==> src/rtl/core/rmd160_pkg.sv <==
package rmd160_pkg;

  localparam logic [31:0] H0 = 32'h67452301;
  localparam logic [31:0] H1 = 32'hefcdab89;
  localparam logic [31:0] H2 = 32'h98badcfe;
  localparam logic [31:0] H3 = 32'h10325476;
  localparam logic [31:0] H4 = 32'hc3d2e1f0;

  localparam logic [7:0] PadByte = 8'h80;
  localparam logic [5:0] LenFill = 6'd56;

  // message word select, left line
  function automatic logic [3:0] sel_l(input logic [6:0] j);
    logic [3:0] r;
    case (j)
      7'd0: r = 4'd0;   7'd1: r = 4'd1;   7'd2: r = 4'd2;   7'd3: r = 4'd3;
      7'd4: r = 4'd4;   7'd5: r = 4'd5;   7'd6: r = 4'd6;   7'd7: r = 4'd7;
      7'd8: r = 4'd8;   7'd9: r = 4'd9;   7'd10: r = 4'd10; 7'd11: r = 4'd11;
      7'd12: r = 4'd12; 7'd13: r = 4'd13; 7'd14: r = 4'd14; 7'd15: r = 4'd15;
      7'd16: r = 4'd7;  7'd17: r = 4'd4;  7'd18: r = 4'd13; 7'd19: r = 4'd1;
      7'd20: r = 4'd10; 7'd21: r = 4'd6;  7'd22: r = 4'd15; 7'd23: r = 4'd3;
      7'd24: r = 4'd12; 7'd25: r = 4'd0;  7'd26: r = 4'd9;  7'd27: r = 4'd5;
      7'd28: r = 4'd2;  7'd29: r = 4'd14; 7'd30: r = 4'd11; 7'd31: r = 4'd8;
      7'd32: r = 4'd3;  7'd33: r = 4'd10; 7'd34: r = 4'd14; 7'd35: r = 4'd4;
      7'd36: r = 4'd9;  7'd37: r = 4'd15; 7'd38: r = 4'd8;  7'd39: r = 4'd1;
      7'd40: r = 4'd2;  7'd41: r = 4'd7;  7'd42: r = 4'd0;  7'd43: r = 4'd6;
      7'd44: r = 4'd13; 7'd45: r = 4'd11; 7'd46: r = 4'd5;  7'd47: r = 4'd12;
      7'd48: r = 4'd1;  7'd49: r = 4'd9;  7'd50: r = 4'd11; 7'd51: r = 4'd10;
      7'd52: r = 4'd0;  7'd53: r = 4'd8;  7'd54: r = 4'd12; 7'd55: r = 4'd4;
      7'd56: r = 4'd13; 7'd57: r = 4'd3;  7'd58: r = 4'd7;  7'd59: r = 4'd15;
      7'd60: r = 4'd14; 7'd61: r = 4'd5;  7'd62: r = 4'd6;  7'd63: r = 4'd2;
      7'd64: r = 4'd4;  7'd65: r = 4'd0;  7'd66: r = 4'd5;  7'd67: r = 4'd9;
      7'd68: r = 4'd7;  7'd69: r = 4'd12; 7'd70: r = 4'd2;  7'd71: r = 4'd10;
      7'd72: r = 4'd14; 7'd73: r = 4'd1;  7'd74: r = 4'd3;  7'd75: r = 4'd8;
      7'd76: r = 4'd11; 7'd77: r = 4'd6;  7'd78: r = 4'd15; 7'd79: r = 4'd13;
      default: r = 4'd0;
    endcase
    return r;
  endfunction

  // message word select, right line
  function automatic logic [3:0] sel_r(input logic [6:0] j);
    logic [3:0] r;
    case (j)
      7'd0: r = 4'd5;   7'd1: r = 4'd14;  7'd2: r = 4'd7;   7'd3: r = 4'd0;
      7'd4: r = 4'd9;   7'd5: r = 4'd2;   7'd6: r = 4'd11;  7'd7: r = 4'd4;
      7'd8: r = 4'd13;  7'd9: r = 4'd6;   7'd10: r = 4'd15; 7'd11: r = 4'd8;
      7'd12: r = 4'd1;  7'd13: r = 4'd10; 7'd14: r = 4'd3;  7'd15: r = 4'd12;
      7'd16: r = 4'd6;  7'd17: r = 4'd11; 7'd18: r = 4'd3;  7'd19: r = 4'd7;
      7'd20: r = 4'd0;  7'd21: r = 4'd13; 7'd22: r = 4'd5;  7'd23: r = 4'd10;
      7'd24: r = 4'd14; 7'd25: r = 4'd15; 7'd26: r = 4'd8;  7'd27: r = 4'd12;
      7'd28: r = 4'd4;  7'd29: r = 4'd9;  7'd30: r = 4'd1;  7'd31: r = 4'd2;
      7'd32: r = 4'd15; 7'd33: r = 4'd5;  7'd34: r = 4'd1;  7'd35: r = 4'd3;
      7'd36: r = 4'd7;  7'd37: r = 4'd14; 7'd38: r = 4'd6;  7'd39: r = 4'd9;
      7'd40: r = 4'd11; 7'd41: r = 4'd8;  7'd42: r = 4'd12; 7'd43: r = 4'd2;
      7'd44: r = 4'd10; 7'd45: r = 4'd0;  7'd46: r = 4'd4;  7'd47: r = 4'd13;
      7'd48: r = 4'd8;  7'd49: r = 4'd6;  7'd50: r = 4'd4;  7'd51: r = 4'd1;
      7'd52: r = 4'd3;  7'd53: r = 4'd11; 7'd54: r = 4'd15; 7'd55: r = 4'd0;
      7'd56: r = 4'd5;  7'd57: r = 4'd12; 7'd58: r = 4'd2;  7'd59: r = 4'd13;
      7'd60: r = 4'd9;  7'd61: r = 4'd7;  7'd62: r = 4'd10; 7'd63: r = 4'd14;
      7'd64: r = 4'd12; 7'd65: r = 4'd15; 7'd66: r = 4'd10; 7'd67: r = 4'd4;
      7'd68: r = 4'd1;  7'd69: r = 4'd5;  7'd70: r = 4'd8;  7'd71: r = 4'd7;
      7'd72: r = 4'd6;  7'd73: r = 4'd2;  7'd74: r = 4'd13; 7'd75: r = 4'd14;
      7'd76: r = 4'd0;  7'd77: r = 4'd3;  7'd78: r = 4'd9;  7'd79: r = 4'd11;
      default: r = 4'd0;
    endcase
    return r;
  endfunction

  // rotate amount, left line
  function automatic logic [3:0] rot_l(input logic [6:0] j);
    logic [3:0] r;
    case (j)
      7'd0: r = 4'd11;  7'd1: r = 4'd14;  7'd2: r = 4'd15;  7'd3: r = 4'd12;
      7'd4: r = 4'd5;   7'd5: r = 4'd8;   7'd6: r = 4'd7;   7'd7: r = 4'd9;
      7'd8: r = 4'd11;  7'd9: r = 4'd13;  7'd10: r = 4'd14; 7'd11: r = 4'd15;
      7'd12: r = 4'd6;  7'd13: r = 4'd7;  7'd14: r = 4'd9;  7'd15: r = 4'd8;
      7'd16: r = 4'd7;  7'd17: r = 4'd6;  7'd18: r = 4'd8;  7'd19: r = 4'd13;
      7'd20: r = 4'd11; 7'd21: r = 4'd9;  7'd22: r = 4'd7;  7'd23: r = 4'd15;
      7'd24: r = 4'd7;  7'd25: r = 4'd12; 7'd26: r = 4'd15; 7'd27: r = 4'd9;
      7'd28: r = 4'd11; 7'd29: r = 4'd7;  7'd30: r = 4'd13; 7'd31: r = 4'd12;
      7'd32: r = 4'd11; 7'd33: r = 4'd13; 7'd34: r = 4'd6;  7'd35: r = 4'd7;
      7'd36: r = 4'd14; 7'd37: r = 4'd9;  7'd38: r = 4'd13; 7'd39: r = 4'd15;
      7'd40: r = 4'd14; 7'd41: r = 4'd8;  7'd42: r = 4'd13; 7'd43: r = 4'd6;
      7'd44: r = 4'd5;  7'd45: r = 4'd12; 7'd46: r = 4'd7;  7'd47: r = 4'd5;
      7'd48: r = 4'd11; 7'd49: r = 4'd12; 7'd50: r = 4'd14; 7'd51: r = 4'd15;
      7'd52: r = 4'd14; 7'd53: r = 4'd15; 7'd54: r = 4'd9;  7'd55: r = 4'd8;
      7'd56: r = 4'd9;  7'd57: r = 4'd14; 7'd58: r = 4'd5;  7'd59: r = 4'd6;
      7'd60: r = 4'd8;  7'd61: r = 4'd6;  7'd62: r = 4'd5;  7'd63: r = 4'd12;
      7'd64: r = 4'd9;  7'd65: r = 4'd15; 7'd66: r = 4'd5;  7'd67: r = 4'd11;
      7'd68: r = 4'd6;  7'd69: r = 4'd8;  7'd70: r = 4'd13; 7'd71: r = 4'd12;
      7'd72: r = 4'd5;  7'd73: r = 4'd12; 7'd74: r = 4'd13; 7'd75: r = 4'd14;
      7'd76: r = 4'd11; 7'd77: r = 4'd8;  7'd78: r = 4'd5;  7'd79: r = 4'd6;
      default: r = 4'd0;
    endcase
    return r;
  endfunction

  // rotate amount, right line
  function automatic logic [3:0] rot_r(input logic [6:0] j);
    logic [3:0] r;
    case (j)
      7'd0: r = 4'd8;   7'd1: r = 4'd9;   7'd2: r = 4'd9;   7'd3: r = 4'd11;
      7'd4: r = 4'd13;  7'd5: r = 4'd15;  7'd6: r = 4'd15;  7'd7: r = 4'd5;
      7'd8: r = 4'd7;   7'd9: r = 4'd7;   7'd10: r = 4'd8;  7'd11: r = 4'd11;
      7'd12: r = 4'd14; 7'd13: r = 4'd14; 7'd14: r = 4'd12; 7'd15: r = 4'd6;
      7'd16: r = 4'd9;  7'd17: r = 4'd13; 7'd18: r = 4'd15; 7'd19: r = 4'd7;
      7'd20: r = 4'd12; 7'd21: r = 4'd8;  7'd22: r = 4'd9;  7'd23: r = 4'd11;
      7'd24: r = 4'd7;  7'd25: r = 4'd7;  7'd26: r = 4'd12; 7'd27: r = 4'd7;
      7'd28: r = 4'd6;  7'd29: r = 4'd15; 7'd30: r = 4'd13; 7'd31: r = 4'd11;
      7'd32: r = 4'd9;  7'd33: r = 4'd7;  7'd34: r = 4'd15; 7'd35: r = 4'd11;
      7'd36: r = 4'd8;  7'd37: r = 4'd6;  7'd38: r = 4'd6;  7'd39: r = 4'd14;
      7'd40: r = 4'd12; 7'd41: r = 4'd13; 7'd42: r = 4'd5;  7'd43: r = 4'd14;
      7'd44: r = 4'd13; 7'd45: r = 4'd13; 7'd46: r = 4'd7;  7'd47: r = 4'd5;
      7'd48: r = 4'd15; 7'd49: r = 4'd5;  7'd50: r = 4'd8;  7'd51: r = 4'd11;
      7'd52: r = 4'd14; 7'd53: r = 4'd14; 7'd54: r = 4'd6;  7'd55: r = 4'd14;
      7'd56: r = 4'd6;  7'd57: r = 4'd9;  7'd58: r = 4'd12; 7'd59: r = 4'd9;
      7'd60: r = 4'd12; 7'd61: r = 4'd5;  7'd62: r = 4'd15; 7'd63: r = 4'd8;
      7'd64: r = 4'd8;  7'd65: r = 4'd5;  7'd66: r = 4'd12; 7'd67: r = 4'd9;
      7'd68: r = 4'd12; 7'd69: r = 4'd5;  7'd70: r = 4'd14; 7'd71: r = 4'd6;
      7'd72: r = 4'd8;  7'd73: r = 4'd13; 7'd74: r = 4'd6;  7'd75: r = 4'd5;
      7'd76: r = 4'd15; 7'd77: r = 4'd13; 7'd78: r = 4'd11; 7'd79: r = 4'd11;
      default: r = 4'd0;
    endcase
    return r;
  endfunction

  function automatic logic [31:0] add_l(input logic [2:0] g);
    logic [31:0] r;
    case (g)
      3'd0: r = 32'h00000000;
      3'd1: r = 32'h5a827999;
      3'd2: r = 32'h6ed9eba1;
      3'd3: r = 32'h8f1bbcdc;
      3'd4: r = 32'ha953fd4e;
      default: r = 32'h00000000;
    endcase
    return r;
  endfunction

  function automatic logic [31:0] add_r(input logic [2:0] g);
    logic [31:0] r;
    case (g)
      3'd0: r = 32'h50a28be6;
      3'd1: r = 32'h5c4dd124;
      3'd2: r = 32'h6d703ef3;
      3'd3: r = 32'h7a6d76e9;
      3'd4: r = 32'h00000000;
      default: r = 32'h00000000;
    endcase
    return r;
  endfunction

  function automatic logic [31:0] boolfn(input logic [2:0] g, input logic [31:0] x,
                                         input logic [31:0] y, input logic [31:0] z);
    logic [31:0] r;
    case (g)
      3'd0: r = x ^ y ^ z;
      3'd1: r = (x & y) | (~x & z);
      3'd2: r = (x | ~y) ^ z;
      3'd3: r = (x & z) | (y & ~z);
      default: r = x ^ (y | ~z);
    endcase
    return r;
  endfunction

  function automatic logic [31:0] rotl(input logic [31:0] v, input logic [4:0] s);
    logic [63:0] d;
    d = {v, v} << s;
    return d[63:32];
  endfunction

endpackage

==> src/rtl/core/ripemd160_stream_hasher_core.sv <==
// a byte that fills no block stalls the input while its word is read (S_BRD) and merged back (S_BWR)
// a full block adds read setup, 80 rounds at one per cycle, and the chaining update
// end of message: padding bytes are merged like data, two length words are written, blocks are hashed, then 5 words
// one request at a time: in_stall is high whenever the core is not idle
// reset: synchronous active-low rst_n loads the initial chaining words and clears counts
module ripemd160_stream_hasher_core (
  input  logic        clk,
  input  logic        rst_n,
  input  logic        in_valid,
  output logic        in_stall,
  input  logic [7:0]  in_byte_value,
  input  logic        in_byte_present,
  input  logic        in_end_of_message,
  output logic        out_valid,
  input  logic        out_stall,
  output logic [31:0] out_digest_word,
  output logic [2:0]  out_word_number,
  output logic        out_last_word
);

  typedef enum logic [7:0] {
    S_IDLE  = 8'b00000001,
    S_BRD   = 8'b00000010,  // read word for byte merge
    S_BWR   = 8'b00000100,  // merge and write back
    S_RRD   = 8'b00001000,  // issue round reads
    S_RND   = 8'b00010000,  // perform one round
    S_FIN   = 8'b00100000,  // chaining update
    S_LEN   = 8'b01000000,  // write length words
    S_OUT   = 8'b10000000
  } state_t;

  state_t state_r;

  // message block memory, two read ports
  logic [31:0] mem [16];
  logic [31:0] rd_l_r, rd_r_r;
  logic [3:0]  ra_l, ra_r, wa;
  logic [31:0] wd;
  logic        we;

  always_ff @(posedge clk) begin
    if (we) mem[wa] <= wd;
    rd_l_r <= mem[ra_l];
    rd_r_r <= mem[ra_r];
  end

  logic [31:0] h_r [5];
  logic [31:0] al_r, bl_r, cl_r, dl_r, el_r, ar_r, br_r, cr_r, dr_r, er_r;
  logic [6:0]  rnd_r;
  logic [5:0]  fill_r;
  logic [63:0] bits_r;
  logic [63:0] len_r;
  logic        pad_r;     // in padding phase
  logic        padded_r;  // 0x80 already placed
  logic        last_r;    // current compression is the final one
  logic        lenw_r;    // second length word pending
  logic [7:0]  byte_r;
  logic [2:0]  onum_r;

  // round datapath
  logic [2:0]  grp_l, grp_r;
  logic [31:0] tl, tr;
  assign grp_l = rnd_r[6:4];
  assign grp_r = 3'd4 - rnd_r[6:4];
  assign tl = rmd160_pkg::rotl(al_r + rmd160_pkg::boolfn(grp_l, bl_r, cl_r, dl_r) + rd_l_r
              + rmd160_pkg::add_l(grp_l), {1'b0, rmd160_pkg::rot_l(rnd_r)}) + el_r;
  assign tr = rmd160_pkg::rotl(ar_r + rmd160_pkg::boolfn(grp_r, br_r, cr_r, dr_r) + rd_r_r
              + rmd160_pkg::add_r(grp_l), {1'b0, rmd160_pkg::rot_r(rnd_r)}) + er_r;

  // byte merge into read word
  logic [31:0] merged;
  always_comb begin
    merged = rd_l_r;
    case (fill_r[1:0])
      2'd0: merged = {24'd0, byte_r};
      2'd1: merged[15:8] = byte_r;
      2'd2: merged[23:16] = byte_r;
      default: merged[31:24] = byte_r;
    endcase
  end

  // read one round ahead while rounds run
  logic [6:0] rd_rnd;
  assign rd_rnd = (state_r == S_RND) ? rnd_r + 7'd1 : rnd_r;

  // memory port control
  always_comb begin
    ra_l = rmd160_pkg::sel_l(rd_rnd);
    ra_r = rmd160_pkg::sel_r(rd_rnd);
    if (state_r == S_BRD) ra_l = fill_r[5:2];
    we = 1'b0;
    wa = fill_r[5:2];
    wd = merged;
    if (state_r == S_BWR) we = 1'b1;
    if (state_r == S_LEN) begin
      we = 1'b1;
      wa = lenw_r ? 4'd15 : 4'd14;
      wd = lenw_r ? len_r[63:32] : len_r[31:0];
    end
  end

  assign in_stall = (state_r != S_IDLE);
  assign out_valid = (state_r == S_OUT);
  assign out_digest_word = h_r[onum_r];
  assign out_word_number = onum_r;
  assign out_last_word = (onum_r == 3'd4);

  // control sequencer
  always_ff @(posedge clk) begin
    if (!rst_n) begin
      state_r <= S_IDLE;
      fill_r <= '0;
      bits_r <= '0;
      pad_r <= 1'b0;
      padded_r <= 1'b0;
      last_r <= 1'b0;
      lenw_r <= 1'b0;
      onum_r <= '0;
      rnd_r <= '0;
      h_r[0] <= rmd160_pkg::H0; h_r[1] <= rmd160_pkg::H1; h_r[2] <= rmd160_pkg::H2;
      h_r[3] <= rmd160_pkg::H3; h_r[4] <= rmd160_pkg::H4;
    end else begin
      case (state_r)
        S_IDLE: begin
          if (in_valid) begin
            len_r <= bits_r + (in_byte_present ? 64'd8 : 64'd0);
            pad_r <= in_end_of_message;
            padded_r <= 1'b0;
            if (in_byte_present) begin
              bits_r <= bits_r + 64'd8;
              byte_r <= in_byte_value;
              state_r <= S_BRD;
            end else if (in_end_of_message) begin
              byte_r <= rmd160_pkg::PadByte;
              padded_r <= 1'b1;
              state_r <= S_BRD;
            end
          end
        end
        S_BRD: state_r <= S_BWR;
        S_BWR: begin
          fill_r <= fill_r + 6'd1;
          rnd_r <= '0;
          if (fill_r == 6'd63) begin
            last_r <= 1'b0;
            state_r <= S_RRD;
          end else if (pad_r && padded_r && (fill_r + 6'd1) == rmd160_pkg::LenFill) begin
            lenw_r <= 1'b0;
            state_r <= S_LEN;
          end else if (pad_r) begin
            byte_r <= padded_r ? 8'd0 : rmd160_pkg::PadByte;
            padded_r <= 1'b1;
            state_r <= S_BRD;
          end else begin
            state_r <= S_IDLE;
          end
        end
        S_LEN: begin
          lenw_r <= 1'b1;
          if (lenw_r) begin
            last_r <= 1'b1;
            rnd_r <= '0;
            state_r <= S_RRD;
          end
        end
        S_RRD: begin
          al_r <= h_r[0]; bl_r <= h_r[1]; cl_r <= h_r[2]; dl_r <= h_r[3]; el_r <= h_r[4];
          ar_r <= h_r[0]; br_r <= h_r[1]; cr_r <= h_r[2]; dr_r <= h_r[3]; er_r <= h_r[4];
          state_r <= S_RND;
        end
        S_RND: begin
          al_r <= el_r; el_r <= dl_r; dl_r <= rmd160_pkg::rotl(cl_r, 5'd10);
          cl_r <= bl_r; bl_r <= tl;
          ar_r <= er_r; er_r <= dr_r; dr_r <= rmd160_pkg::rotl(cr_r, 5'd10);
          cr_r <= br_r; br_r <= tr;
          rnd_r <= rnd_r + 7'd1;
          if (rnd_r == 7'd79) state_r <= S_FIN;
        end
        S_FIN: begin
          h_r[1] <= h_r[2] + dl_r + er_r;
          h_r[2] <= h_r[3] + el_r + ar_r;
          h_r[3] <= h_r[4] + al_r + br_r;
          h_r[4] <= h_r[0] + bl_r + cr_r;
          h_r[0] <= h_r[1] + cl_r + dr_r;
          fill_r <= '0;
          rnd_r <= '0;
          onum_r <= '0;
          if (last_r) begin
            state_r <= S_OUT;
          end else if (pad_r) begin
            // block filled during padding, keep going
            if (padded_r && rmd160_pkg::LenFill == 6'd0) state_r <= S_LEN;
            else begin
              byte_r <= padded_r ? 8'd0 : rmd160_pkg::PadByte;
              padded_r <= 1'b1;
              state_r <= S_BRD;
            end
          end else begin
            state_r <= S_IDLE;
          end
        end
        S_OUT: begin
          if (!out_stall) begin
            onum_r <= onum_r + 3'd1;
            if (onum_r == 3'd4) begin
              state_r <= S_IDLE;
              bits_r <= '0;
              fill_r <= '0;
              h_r[0] <= rmd160_pkg::H0; h_r[1] <= rmd160_pkg::H1;
              h_r[2] <= rmd160_pkg::H2; h_r[3] <= rmd160_pkg::H3;
              h_r[4] <= rmd160_pkg::H4;
            end
          end
        end
        default: state_r <= S_IDLE;
      endcase
    end
  end

endmodule
==> config.mk <==
export PLATFORM = sky130hd
export DESIGN_NAME = ripemd160_stream_hasher_core
export DESIGN_NICKNAME = d
export VERILOG_FILES = /design/src/rtl/core/rmd160_pkg.sv /design/src/rtl/core/ripemd160_stream_hasher_core.sv
export SDC_FILE = /design/constraint.sdc
export NUM_CORES = 2
export LEC_CHECK = 0
export BUFFER_PORTS_ARGS = -buffer_cell sky130_fd_sc_hd__buf_4
export CAP_MARGIN = 20
export CORE_UTILIZATION = 33
export CTS_CLUSTER_DIAMETER = 100
export CTS_CLUSTER_SIZE = 30
export DETAILED_ROUTE_END_ITERATION = 8
export GPL_TIMING_DRIVEN = 0
export PLACE_DENSITY = 0.47
export SYNTH_ARGS = -nofsm -noshare
export SYNTH_HDL_FRONTEND = slang
export SYNTH_SLANG_ARGS = --single-unit
==> constraint.sdc <==
create_clock -name clk -period 33.2 [get_ports clk]
set_input_delay 6.64 -clock clk [delete_from_list [all_inputs] [get_ports clk]]
set_output_delay 6.64 -clock clk [all_outputs]
set_load 0.02 [all_outputs]
-- Word-level counts from Yosys, hierarchy flattened
Memories as Yosys holds them, arrays and structs flattened. A register that Yosys moved wholly into a read port is not among the register bits.
Index checks and enable logic that the tools add are counted.
- flip-flop bits (word level): 484
- logic and storage cells: 254
- input port bits: 14
- output and inout port bits: 38
- memory bits (read-only): 2048
- memory bits (writable): 672
- memories: 6
- multiplexer cells: 101
- reduce and logical (&&, ||, !) cells: 26
- equal/unequal tests: 34
- bitwise logic cells: 40
- shift-type cells: 2
- add/sub/neg operators: 24
- memory list (name ; words ; bits a word ; read ports ; clocked after memory_dff ; wr ports ; line ; RTL):
    (name not given) ; 128 ; 4 ; 1 ; 0 ; 0 ; rmd160_pkg.sv:15 ; case (j)
    (name not given) ; 128 ; 4 ; 1 ; 0 ; 0 ; rmd160_pkg.sv:44 ; case (j)
    (name not given) ; 128 ; 4 ; 1 ; 1 ; 0 ; rmd160_pkg.sv:102 ; case (j)
    (name not given) ; 128 ; 4 ; 1 ; 1 ; 0 ; rmd160_pkg.sv:73 ; case (j)
    mem ; 16 ; 32 ; 2 ; 2 ; 1 ; ripemd160_stream_hasher_core.sv:35 ; logic [31:0] mem [16];
    h_r ; 5 ; 32 ; 6 ; 1 ; 5 ; ripemd160_stream_hasher_core.sv:47 ; logic [31:0] h_r [5];
- operator list (kind ; count):
    case mux 32 bit (2 select lines) ; 10
    adder 32 bit ; 18
    2-to-1 mux 32 bit ; 12
    case mux 32 bit (4 select lines) ; 3
    AND 32 bit ; 8
    2-to-1 mux 64 bit ; 4
    OR 32 bit ; 8
    XOR 32 bit ; 8
    inverter 32 bit ; 6
    2-to-1 mux 8 bit ; 17
    case mux 64 bit (2 select lines) ; 1
    left shift 64 x 4 -> 64 bit ; 2
    case mux 31 bit (4 select lines) ; 1
    adder 64 x 4 -> 64 bit ; 1
    adder 64 x 4 -> 64 bit (second input constant) ; 1
    case mux 8 bit (8 select lines) ; 1
    2-to-1 mux 7 bit ; 8
    case mux 8 bit (2 select lines) ; 3
    2-to-1 mux 1 bit ; 25
    case mux 8 bit (3 select lines) ; 1
    case mux 7 bit (3 select lines) ; 1
    case mux 6 bit (3 select lines) ; 1
    inequality test 2 bit (second input constant) ; 7
    == test 3 x 2 -> 1 bit (second input constant) ; 4
    other kinds (40) ; 76

-- Depth between registers and ports, before layout
- depth in word-level cells: 10
- gate-level depth with buffers: 47
- gate-level depth less buffers: 43

-- Least setup slack after synthesis
No wires, ideal clock.
- path type: input-to-reg
- start point: in rst_n
- end point: reg al_r[0], enable pin
- data arrival time: 22.715 ns
- setup time: 1.109 ns
- buffers on the path: 2
- cell stages on the path: 4
- slack: 9.376 ns
- cells stage by stage: clkbuf_1 > clkinv_1 > clkbuf_1 > a21oi_1
- cells in the longest elaborated chain, start to end: 1
- RTL lines (element ; line ; RTL):
    start, declared ; ripemd160_stream_hasher_core.sv:8 ; input logic rst_n,
    AND reduction 2 bit (no source line) ; n/a ;
    end signal, assigned ; ripemd160_stream_hasher_core.sv:167 ; al_r <= h_r[0]; bl_r <= h_r[1]; cl_r <= h_r[2]; dl_r <= h_r[3]; el_r <= h_r[4];
    end signal, assigned ; ripemd160_stream_hasher_core.sv:172 ; al_r <= el_r; el_r <= dl_r; dl_r <= rmd160_pkg::rotl(cl_r, 5'd10);
    end, declared ; ripemd160_stream_hasher_core.sv:48 ; logic [31:0] al_r, bl_r, cl_r, dl_r, el_r, ar_r, br_r, cr_r, dr_r, er_r;
No other way between the ends.
A chain may end at the register's enable or synchronous reset.

-- Worst setup path after layout
- start point: reg rnd_r[5]
- end point: reg br_r[30], data pin
- cells in the longest elaborated chain, start to end: 9
- RTL lines (element ; line ; RTL):
    start, declared ; ripemd160_stream_hasher_core.sv:49 ; logic [6:0] rnd_r;
    start signal, assigned ; ripemd160_stream_hasher_core.sv:176 ; rnd_r <= rnd_r + 7'd1;
    subtractor 3 bit ; ripemd160_stream_hasher_core.sv:64 ; assign grp_r = 3'd4 - rnd_r[6:4];
    == test 3 x 2 -> 1 bit, or another cell as far along ; rmd160_pkg.sv:157 ; case (g)
    case mux 32 bit (4 select lines) ; rmd160_pkg.sv:157 ;
    adder 32 bit (2 in a row) ; ripemd160_stream_hasher_core.sv:67 ; assign tr = rmd160_pkg::rotl(ar_r + rmd160_pkg::boolfn(grp_r, br_r, cr_r, dr_r) + rd_r_r
    adder 32 bit (*) ; ripemd160_stream_hasher_core.sv:68 ; + rmd160_pkg::add_r(grp_l), {1'b0, rmd160_pkg::rot_r(rnd_r)}) + er_r;
    left shift 64 x 4 -> 64 bit (*) ; rmd160_pkg.sv:169 ; d = {v, v} << s;
    adder 32 bit (*) ; ripemd160_stream_hasher_core.sv:68 ;
    case mux 32 bit (2 select lines) (*) ; ripemd160_stream_hasher_core.sv:123 ; case (state_r)
    end signal, assigned ; ripemd160_stream_hasher_core.sv:168 ; ar_r <= h_r[0]; br_r <= h_r[1]; cr_r <= h_r[2]; dr_r <= h_r[3]; er_r <= h_r[4];
    end signal, assigned ; ripemd160_stream_hasher_core.sv:175 ; cr_r <= br_r; br_r <= tr;
    end, declared ; ripemd160_stream_hasher_core.sv:48 ;
Every way passes the cells marked *; elsewhere a longest branch is shown, timed or not.

==> impl_metrics.json <==
{
  "syn_nets": 8891,
  "p_int_w": 0.00227,
  "die_h_um": 509,
  "grt_setup_unrepaired": "no",
  "p_clk_share_pct": 35.4,
  "path_clk_slew_ns": 0.12,
  "cts_max_level": 3,
  "portBuffers": 51,
  "hold_slack_ns": 0.525,
  "drcViolationCount": 0,
  "rows": 185,
  "synth_area_sq_um": 84800,
  "cp_slowest_cell": "a221oi_1",
  "ys_seq_area_share_pct": 41.4,
  "post_dp_cell_area_sq_um": 91300,
  "synth_edf_count": 1061,
  "core_sq_um": 255000,
  "synth_top_cell_area_share_pct": 37.6,
  "dpl.hpwl_um": 312000,
  "drt_iter0_drc": 8276,
  "dieArea_sq_um": 259000,
  "vias": 69600,
  "timing.setup.tns_ns": 0,
  "drt-total-wl_um": 388000,
  "pwr-share-seq_pct": 52.6,
  "antenna_found_initial": 20,
  "firstDrtPassIters": 7,
  "grt_pass1_wl_um": 531000,
  "gp_congestion": 1.01,
  "fin_ws_ns": 16.35,
  "arrival_ns": 17.37,
  "startpoint_type": "flip-flop",
  "drive_gt1_share_pct": 8.72,
  "gr-total-overflow": 0,
  "drv_slew": 0,
  "ys_ff_latch": 1225,
  "grt_max_degree": 42,
  "crit_top_cell": "clkbuf_1",
  "critPathMaxStageDelay_ns": 1.02,
  "final_nets": 9140,
  "finalSetupViolations": 0,
  "syn_inst": 8222,
  "ant_nets": 0,
  "fin_crit_sh_pct": 50.8,
  "vias_per_cell": 5.84,
  "die_w_um": 509,
  "cts.sinks": 1225,
  "crit_type": "flip-flop to flip-flop",
  "synth_cell_type_count": 92,
  "synth_top_area_cell": "edfxtp_1",
  "finalHoldViolCount": 0,
  "crit_fanout": 10,
  "area_growth_pct": 11.0,
  "ctsHoldBuffers": 0,
  "yosys-top-cells-area": "edfxtp_1 (38%), mux2i_1 (7.8%), fa_1 (6.7%)",
  "pwr-share-comb_pct": 12.0,
  "cts_tree": "built",
  "leakage_nw": 35.8,
  "endpoint_kind": "flip-flop",
  "io_pins": 52,
  "hold_class": "flip-flop to flip-flop",
  "outcome": "finished, final reports clean",
  "tightest_slew_ns": 1.41,
  "max_freq_mhz": 59.3,
  "clockRootBuffer": "clkbuf_16",
  "pre_cts_slack_ns": 16.94,
  "grt_pass1_vias": 66700,
  "cp.required_ns": 33.72,
  "fillers": 25300,
  "finalPower_w": 0.00320,
  "cts_resized": 0,
  "ys_warn_count": 0,
  "regArea_sq_um": 35100,
  "gr-usage-all-layers_pct": 29.4,
  "p_switching_w": 0.000934,
  "fin_crit_ns": 16.85,
  "post_cts_buffers": 0,
  "cts_buffer_depth": 3,
  "ir_drop_v": 0.0000379,
  "max_cap_viol_count": 0,
  "relSlewSlack_pct": 5.64,
  "wl_per_cell_um": 32.6,
  "skew_ns": 0.0706,
  "syn_area_per_cell_sq_um": 10.3,
  "synth-main-ff-cell": "edfxtp_1",
  "swShare_pct": 29.2,
  "power_density_nw_per_um2": 34.0,
  "numCtsBuffers": 74,
  "synth_async_sr_flop_share_pct": 0,
  "initial_core_util_pct": 33.3,
  "multi_input_area_sq_um": 46600,
  "design_area_sq_um": 94100,
  "clk-insertion-delay-late_ns": 0.81
}
## cell families after synthesis
family                     count (synthesis)  synth area share [%]
AOI/OAI and AO/OA                       1798                  13.3
xor gates and xnor gates                 481                  5.03
adders and majority gates                655                  12.2
buffers and inverters                    843                  3.95
DFF                                     1225                  41.4
muxes                                    961                  12.4
and+or+nand+nor                         2259                  11.7
## layer usage
metal | part of all wire [%] | global-route usage [%]
met1 | 41 | 38.6
met2 | 44 | 45.8
met3 | 8.4 | 5.60
met4 | 6.0 | 15.2
met5 | 0.011 | 0
## registers in the layout (all words and copies together) (netlist names), 8 cells and up, named ones only
name / count
dl_r: 32
h_r: 160
ar_r: 32
len_r: 61
br_r: 32
al_r: 32
dr_r: 32
bl_r: 32
er_r: 32
rd_r_r: 32
bits_r: 61
el_r: 32
state_r: 8
cr_r: 32
byte_r: 8
cl_r: 32
mem: 512
rd_l_r: 32
## Yosys cell counts (43+ instances only)
library cell and count:
nand3_1 114, o31ai_1 47, a31oi_1 54, nand4_1 44, nor3_1 101, edfxtp_1 1061, xor2_1 212, buf_1 45
o22ai_1 138, xnor2_1 264, buf_2 68, fa_1 284, and3_1 67, mux2i_1 663, ha_1 371, nand2_1 1084
dfxtp_1 164, mux2_2 218, a211oi_1 79, nand2b_1 69, mux4_2 43, a21oi_1 519, inv_1 413, clkbuf_1 280
nor2_1 554, o221ai_1 50, o21ai_0 420, nor2b_1 77, a21o_1 118
## per-stage QoR
step | util [%] | instances
2_1_floorplan | - | 8222
3_3_place_gp | 35.1 | 11600
3_5_place_dp | 35.8 | 11800
4_1_cts | 36.9 | 11900
5_1_grt | 36.9 | 11900
6_report | 36.9 | 11900
## critical path, delay by kind of cell (launching register included)
family | cells | cell delay [ns]
AO/OA/AOI/OAI | 19 | 6.13
flip-flops | 1 | 0.34
buffers and inverters | 10 | 5.46
adder cells (fa/ha/maj) | 6 | 2.61
XOR/XNOR | 1 | 0.18
AND/OR/NAND/NOR | 7 | 1.53
multiplexers | 1 | 0.30
## cell usage in the layout, fill, tap and decap left out, drive strengths merged, types with 102 or more instances in the layout
cell	instances
nand2	1084
edfxtp	1061
mux2i	663
nor2	554
a21oi	519
inv	448
o21ai	434
ha	371
clkbuf	370
buf	310
fa	284
xnor2	267
mux2	255
xor2	213
dfxtp	164
o22ai	139
a21o	118
nand3	115
nor3	102
## power groups by stage
stage                     Combinational (W)  Clock, W  Sequential (W)
final                              0.000385   0.00113         0.00168
after CTS                          0.000376   0.00115         0.00168
after global placement             0.000366         0         0.00172
after global routing               0.000408   0.00119         0.00168
after floorplan                    0.000235         0         0.00171
after detailed placement           0.000373         0         0.00172
## final timing paths
| kind | from | end | slack [ns] | cells past startpoint |
|---|---|---|---|---|
| min | pad_r$_SDFFE_PN0P_ | pad_r$_SDFFE_PN0P_ | 0.52 | 2 |
| min reg2reg | pad_r$_SDFFE_PN0P_ | pad_r$_SDFFE_PN0P_ | 0.52 | 2 |
| max | rnd_r[5]$_SDFFE_PN0N_ | br_r[30]$_DFFE_PP_ | 16.35 | 44 |
| max reg2reg | rnd_r[5]$_SDFFE_PN0N_ | br_r[30]$_DFFE_PP_ | 16.35 | 44 |
## layout make-up
| type | instances | area share, % |
|---|---|---|
| diodes | 9 | 0.0239 |
| plain buffers | 418 | 1.88 |
| clock buffers | 89 | 2.06 |
| clock inverters | 49 | 0.771 |
| inverters | 425 | 1.69 |
| multi-input cells | 6154 | 49.5 |
| flip-flops and latches | 1225 | 37.3 |
| well taps | 3366 | 4.47 |
| repair buffers | 173 | 2.31 |
Note: power is estimated with default switching activity, not from simulation.
